### config.mk
export PLATFORM = sky130hd
export DESIGN_NAME = stbs_ctrl
export DESIGN_NICKNAME = d
export VERILOG_FILES = /design/src/rtl/core/stbs_pkg.sv /design/src/rtl/core/stbs_ctrl.sv
export SDC_FILE = /design/constraint.sdc
export NUM_CORES = 1
export LEC_CHECK = 0
export BUFFER_PORTS_ARGS = -buffer_cell sky130_fd_sc_hd__buf_2
export CAP_MARGIN = 20
export CORE_AREA = 2 2 39 41
export DETAILED_ROUTE_END_ITERATION = 10
export DIE_AREA = 0 0 41 43
export PLACE_DENSITY = 0.5
export SYNTH_ARGS = -nofsm -noshare
export SYNTH_HDL_FRONTEND = slang
export SYNTH_SLANG_ARGS = --single-unit
### constraint.sdc
create_clock -name aclk -period 1.07 [get_ports aclk]
set_input_delay 0 -clock aclk [delete_from_list [all_inputs] [get_ports aclk]]
set_output_delay 0 -clock aclk [all_outputs]
set_load 0.005 [all_outputs]
### src/rtl/core/stbs_pkg.sv
`default_nettype none

package stbs_pkg;

    localparam int DEF_TABLE_DEPTH = 1024;

    localparam int CNT_W     = 11;
    localparam int IDX_W     = 10;
    localparam int VAL_W     = 32;
    localparam int POS_W     = 10;
    localparam int S_TDATA_W = 80;
    localparam int M_TDATA_W = 16;

    localparam int VALUE_LSB = IDX_W;
    localparam int KEY_LSB   = IDX_W + VAL_W;

    localparam logic REQ_WRITE  = 1'b0;
    localparam logic REQ_SEARCH = 1'b1;

    typedef enum logic [3:0] {
        ST_IDLE  = 4'b0001,
        ST_PROBE = 4'b0010,
        ST_CMP   = 4'b0100,
        ST_FIN   = 4'b1000
    } state_t;

    typedef struct packed {
        logic load;
        logic wr;
        logic probe;
        logic cmp;
        logic fin;
    } cmd_t;

    typedef struct packed {
        logic live;
        logic hit;
        logic out_free;
    } status_t;

endpackage

`default_nettype wire

### src/rtl/core/stbs_ctrl.sv
`default_nettype none

module stbs_ctrl (
    input  wire logic             aclk,
    input  wire logic             aresetn,
    input  wire logic             s_tvalid,
    input  wire logic             s_tuser,
    output logic                  s_tready,
    input  wire stbs_pkg::status_t st,
    output stbs_pkg::cmd_t        cmd
);

    stbs_pkg::state_t state_reg;
    stbs_pkg::state_t state_next;

    always_ff @(posedge aclk) begin
        if (!aresetn) begin
            state_reg <= stbs_pkg::ST_IDLE;
        end else begin
            state_reg <= state_next;
        end
    end

    always_comb begin
        state_next = state_reg;
        cmd        = '0;
        s_tready   = (state_reg == stbs_pkg::ST_IDLE);
        case (state_reg)
            stbs_pkg::ST_IDLE: begin
                if (s_tvalid) begin
                    if (s_tuser == stbs_pkg::REQ_SEARCH) begin
                        cmd.load   = 1'b1;
                        state_next = stbs_pkg::ST_PROBE;
                    end else begin
                        cmd.wr = 1'b1;
                    end
                end
            end
            stbs_pkg::ST_PROBE: begin
                if (st.live) begin
                    cmd.probe  = 1'b1;
                    state_next = stbs_pkg::ST_CMP;
                end else begin
                    state_next = stbs_pkg::ST_FIN;
                end
            end
            stbs_pkg::ST_CMP: begin
                cmd.cmp    = 1'b1;
                state_next = st.hit ? stbs_pkg::ST_FIN : stbs_pkg::ST_PROBE;
            end
            stbs_pkg::ST_FIN: begin
                if (st.out_free) begin
                    cmd.fin    = 1'b1;
                    state_next = stbs_pkg::ST_IDLE;
                end
            end
            default: begin
                state_next = stbs_pkg::ST_IDLE;
            end
        endcase
    end

endmodule

`default_nettype wire

==> impl_results.md <==
* Status: finished with violations
* Failing checks: negative setup slack
* Fill count at 142
* Critical Path RT at 1.07 ns
* Fin. max-slew vios at 0
* RR Endpoint: state_reg[0]$_SDFFE_PN1P_
* Worst slack, placed at -0.09583 ns
* Hold EP: state_reg[3]$_SDFFE_PN0P_
* Residual DRC at 0
* DR WL/cell at 11.26 um
* Slew @ Worst Pin at 0.2501 ns
* Initial DRC Count at 2
* XOR/XNOR share of the synthesized area at 0.03553
* Headroom to the max-slew limit at 0.8325
* Final Hold Viols at 0
* DIE WIDTH at 41 um
* Simple-Gate Fraction of Synth Area at 0.5178
* Reg2reg start: state_reg[2]$_SDFFE_PN0P_
* Non-filler instance count after layout at between 60 and 70
* Adder-cell share of the synthesized area at 0
* Max H-tree Level at 1
* IO Port Bufs at 12
* Seq/Total Area, Yosys at 0.3249
* Final Critical Period at 1.257 ns
* Syn_area_per_cell at 9.480 um2
* Commonest non-fill, non-tap cells in the layout: buf_2, buf_4, clkbuf_4, dfxtp_4
* Number of global-route vias before repair at 280
* GR Util All Layers at 0.1034
* Post-Route WL at 732 um
* Fin nets at 57
* Netlist Area Pre-Place at 246.5 um2
* Top Ports at 13
* Bufs and invs on worst path at 2
* CTS root buffer: clkbuf_4
* First-pass GRT wire length at 1.207 mm
* Vias per inst at 4.308
* Clk sinks at 4
* Crit Path Max Fanout at 3
* Dpl cells at 59
* Most common cell after layout, fill and taps aside: buf_2
* GPL Wtd Cong at 0.7447
* Maxcap violations at 0
* Mux cell area share after synthesis at 0
* Synthesized instance count at 26
* Hold Crit Class: input port to register
* Initial antenna violation count at 0
* CP endpoint kind: output port
* #FFs+latches synth at 4
* Peak Freq at 0.7957 GHz
* CP delay by family, top: simple AND/OR/NAND/NOR gates
* P&R area growth vs syn at 95.94%
* Syn_nets at 33
* Die area at 0.001763 mm2
* DRT antenna net count at 0
* Final Cycle Share at 1.175
* Hold Path Origin: st[0]
* Num rows at 14
* Total CTS buffers at 3
* Worst path max stage delay at 0.36 ns
* Peak VDD IR at between 0.3 and 0.4 mV
* Max reg flops at 4
* Longest Clk Path Bufs at 2
* Pre-Repair DR Iteration Count at 4
* Static leakage at 0.2173 nW
* Cells along the critical path: nor4b_4 -> buf_4 -> nand2_1 -> nor2_1 -> buf_2
* Final setup violation count at 9
* Final Core Density at 0.3490
* Reg2Reg Depth at 5
* WHS Path Cells at 3
* Share of post-route cells with drive strength above 1 at 0.6939
* Largest net degree at the start of global routing at 6
* Initial Util at 0.1781
* Antenna cells at 0
* CTS tree: yes
* Slowest CP cell: dfxtp_4
* RSZ-0062 raised after global routing: yes
* PwrDens at 903.0 mW/mm2
* Critical path arrival at between 1 and 1.5 ns
* CP startpoint kind: register
* Synth Area in Compound Gates at 0.1218
* Via Count at 280
* Setup Skew at 0.007639 ns
* Synth cell types at 19
* Skew-Pair Late Insertion Delay at 0.24 ns
* Clock transition at path regs at 0.05 ns
* Largest family of logic cells by synthesized area: simple AND/OR/NAND/NOR gates
* Reg2Reg Setup Slack at -0.07 ns
* Synth Warn # at 0
* Final HPWL DP at 511.4 um
* GRT Residual Overflow at 0
* Vert. Die Dim at 43 um
* Type of the worst setup path: register to output port
* Area of the core at roughly 0.0014 mm2
* Final WS setup at -0.1868 ns
## final cells by class
class / instances / area, um2 / share of cell area
timing repair buffer: 19 / 121.4 / 0.2513
sequential: 4 / 92.59 / 0.1917
multi-input combinational: 22 / 222.7 / 0.4611
clock buffer: 4 / 26.28 / 0.05440
tap: 16 / 20.02 / 0.04145
## metrics by stage
stage               total power [mW]  hold slack [ns]  cell area (um2)   TNS, ns
floorplan                     0.1846          0.03110            264.0  -0.05250
global placement              0.2188           0.2168            381.6   -0.1488
detailed placement            0.2189           0.2225            381.6   -0.1931
CTS                           0.4411          0.06978            462.9   -0.8883
global route                  0.4734          0.07606            483.0    -1.555
finish                        0.4361          0.06837            483.0   -0.8398
## routing by layer
layer,part of all wire,wire (um),GRT usage,up-vias
met2,0.48,354,0.1406,16
li1,-,-,-,142
met3,0.087,64,0.02094,0
met1,0.43,313,0.1350,122
met5,0,0,0,-
met4,0,0,0.08000,0
## synthesized netlist by cell type, drive strengths merged
| master | n | share of area |
|---|---|---|
| a21boi | 1 | 0.030 |
| and2 | 2 | 0.051 |
| and3 | 1 | 0.025 |
| and3b | 1 | 0.036 |
| dfxtp | 4 | 0.32 |
| nand2 | 2 | 0.030 |
| nand2b | 1 | 0.025 |
| nor2 | 2 | 0.030 |
| nor2b | 2 | 0.051 |
| nor3 | 1 | 0.020 |
| nor3b | 1 | 0.030 |
| nor4 | 1 | 0.025 |
| nor4b | 3 | 0.19 |
| o211a | 1 | 0.041 |
| o21ai | 1 | 0.020 |
| o31ai | 1 | 0.030 |
| xnor2 | 1 | 0.036 |
## worst reg2reg max path, stage by stage, from the launching register on
cell and delay, ns:
dfxtp_4 0.36, buf_4 0.15, buf_4 0.14, xnor2_2 0.16
nor3_2 0.06, o31ai_1 0.18
## where the power goes
part	total, mW	internal (mW)	switching, mW
logic	0.0695	0.0433	0.0262
registers	0.155	0.148	0.00746
clock network	0.212	0.141	0.0711
## worst max-delay path by stage
stage | startpoint | endpoint | slack (ns) | cells past startpoint
floorplan | state_reg[1]$_SDFFE_PN0P_ | state_reg[0]$_SDFFE_PN1P_ | -0.03 | 3
global placement | state_reg[3]$_SDFFE_PN0P_ | state_reg[0]$_SDFFE_PN1P_ | -0.05 | 3
detailed placement | state_reg[3]$_SDFFE_PN0P_ | state_reg[0]$_SDFFE_PN1P_ | -0.1 | 3
CTS | state_reg[2]$_SDFFE_PN0P_ | cmd[3] | -0.21 | 5
global route | state_reg[1]$_SDFFE_PN0P_ | cmd[3] | -0.28 | 5
finish | state_reg[2]$_SDFFE_PN0P_ | cmd[3] | -0.19 | 5
## kinds of logic (layout without fill, tap and decap cells)
kind of cell / count (synthesis) / after routing
flip-flops: 4 / 4
buffers and inverters: 0 / 23
XOR/XNOR: 1 / 1
AND/OR/NAND/NOR: 17 / 17
AO/OA/AOI/OAI: 4 / 4
## repair_timing
item / in CTS / in global routing
pin swaps: 1 / 2
endpoints found under the hold margin: 1 / 0
hold buffers: 1 / 0
buffers inserted: 1 / 0
setup endpoints to repair: 9 / 9
resized for setup: 9 / 4
(Power assumes the default switching activity.)
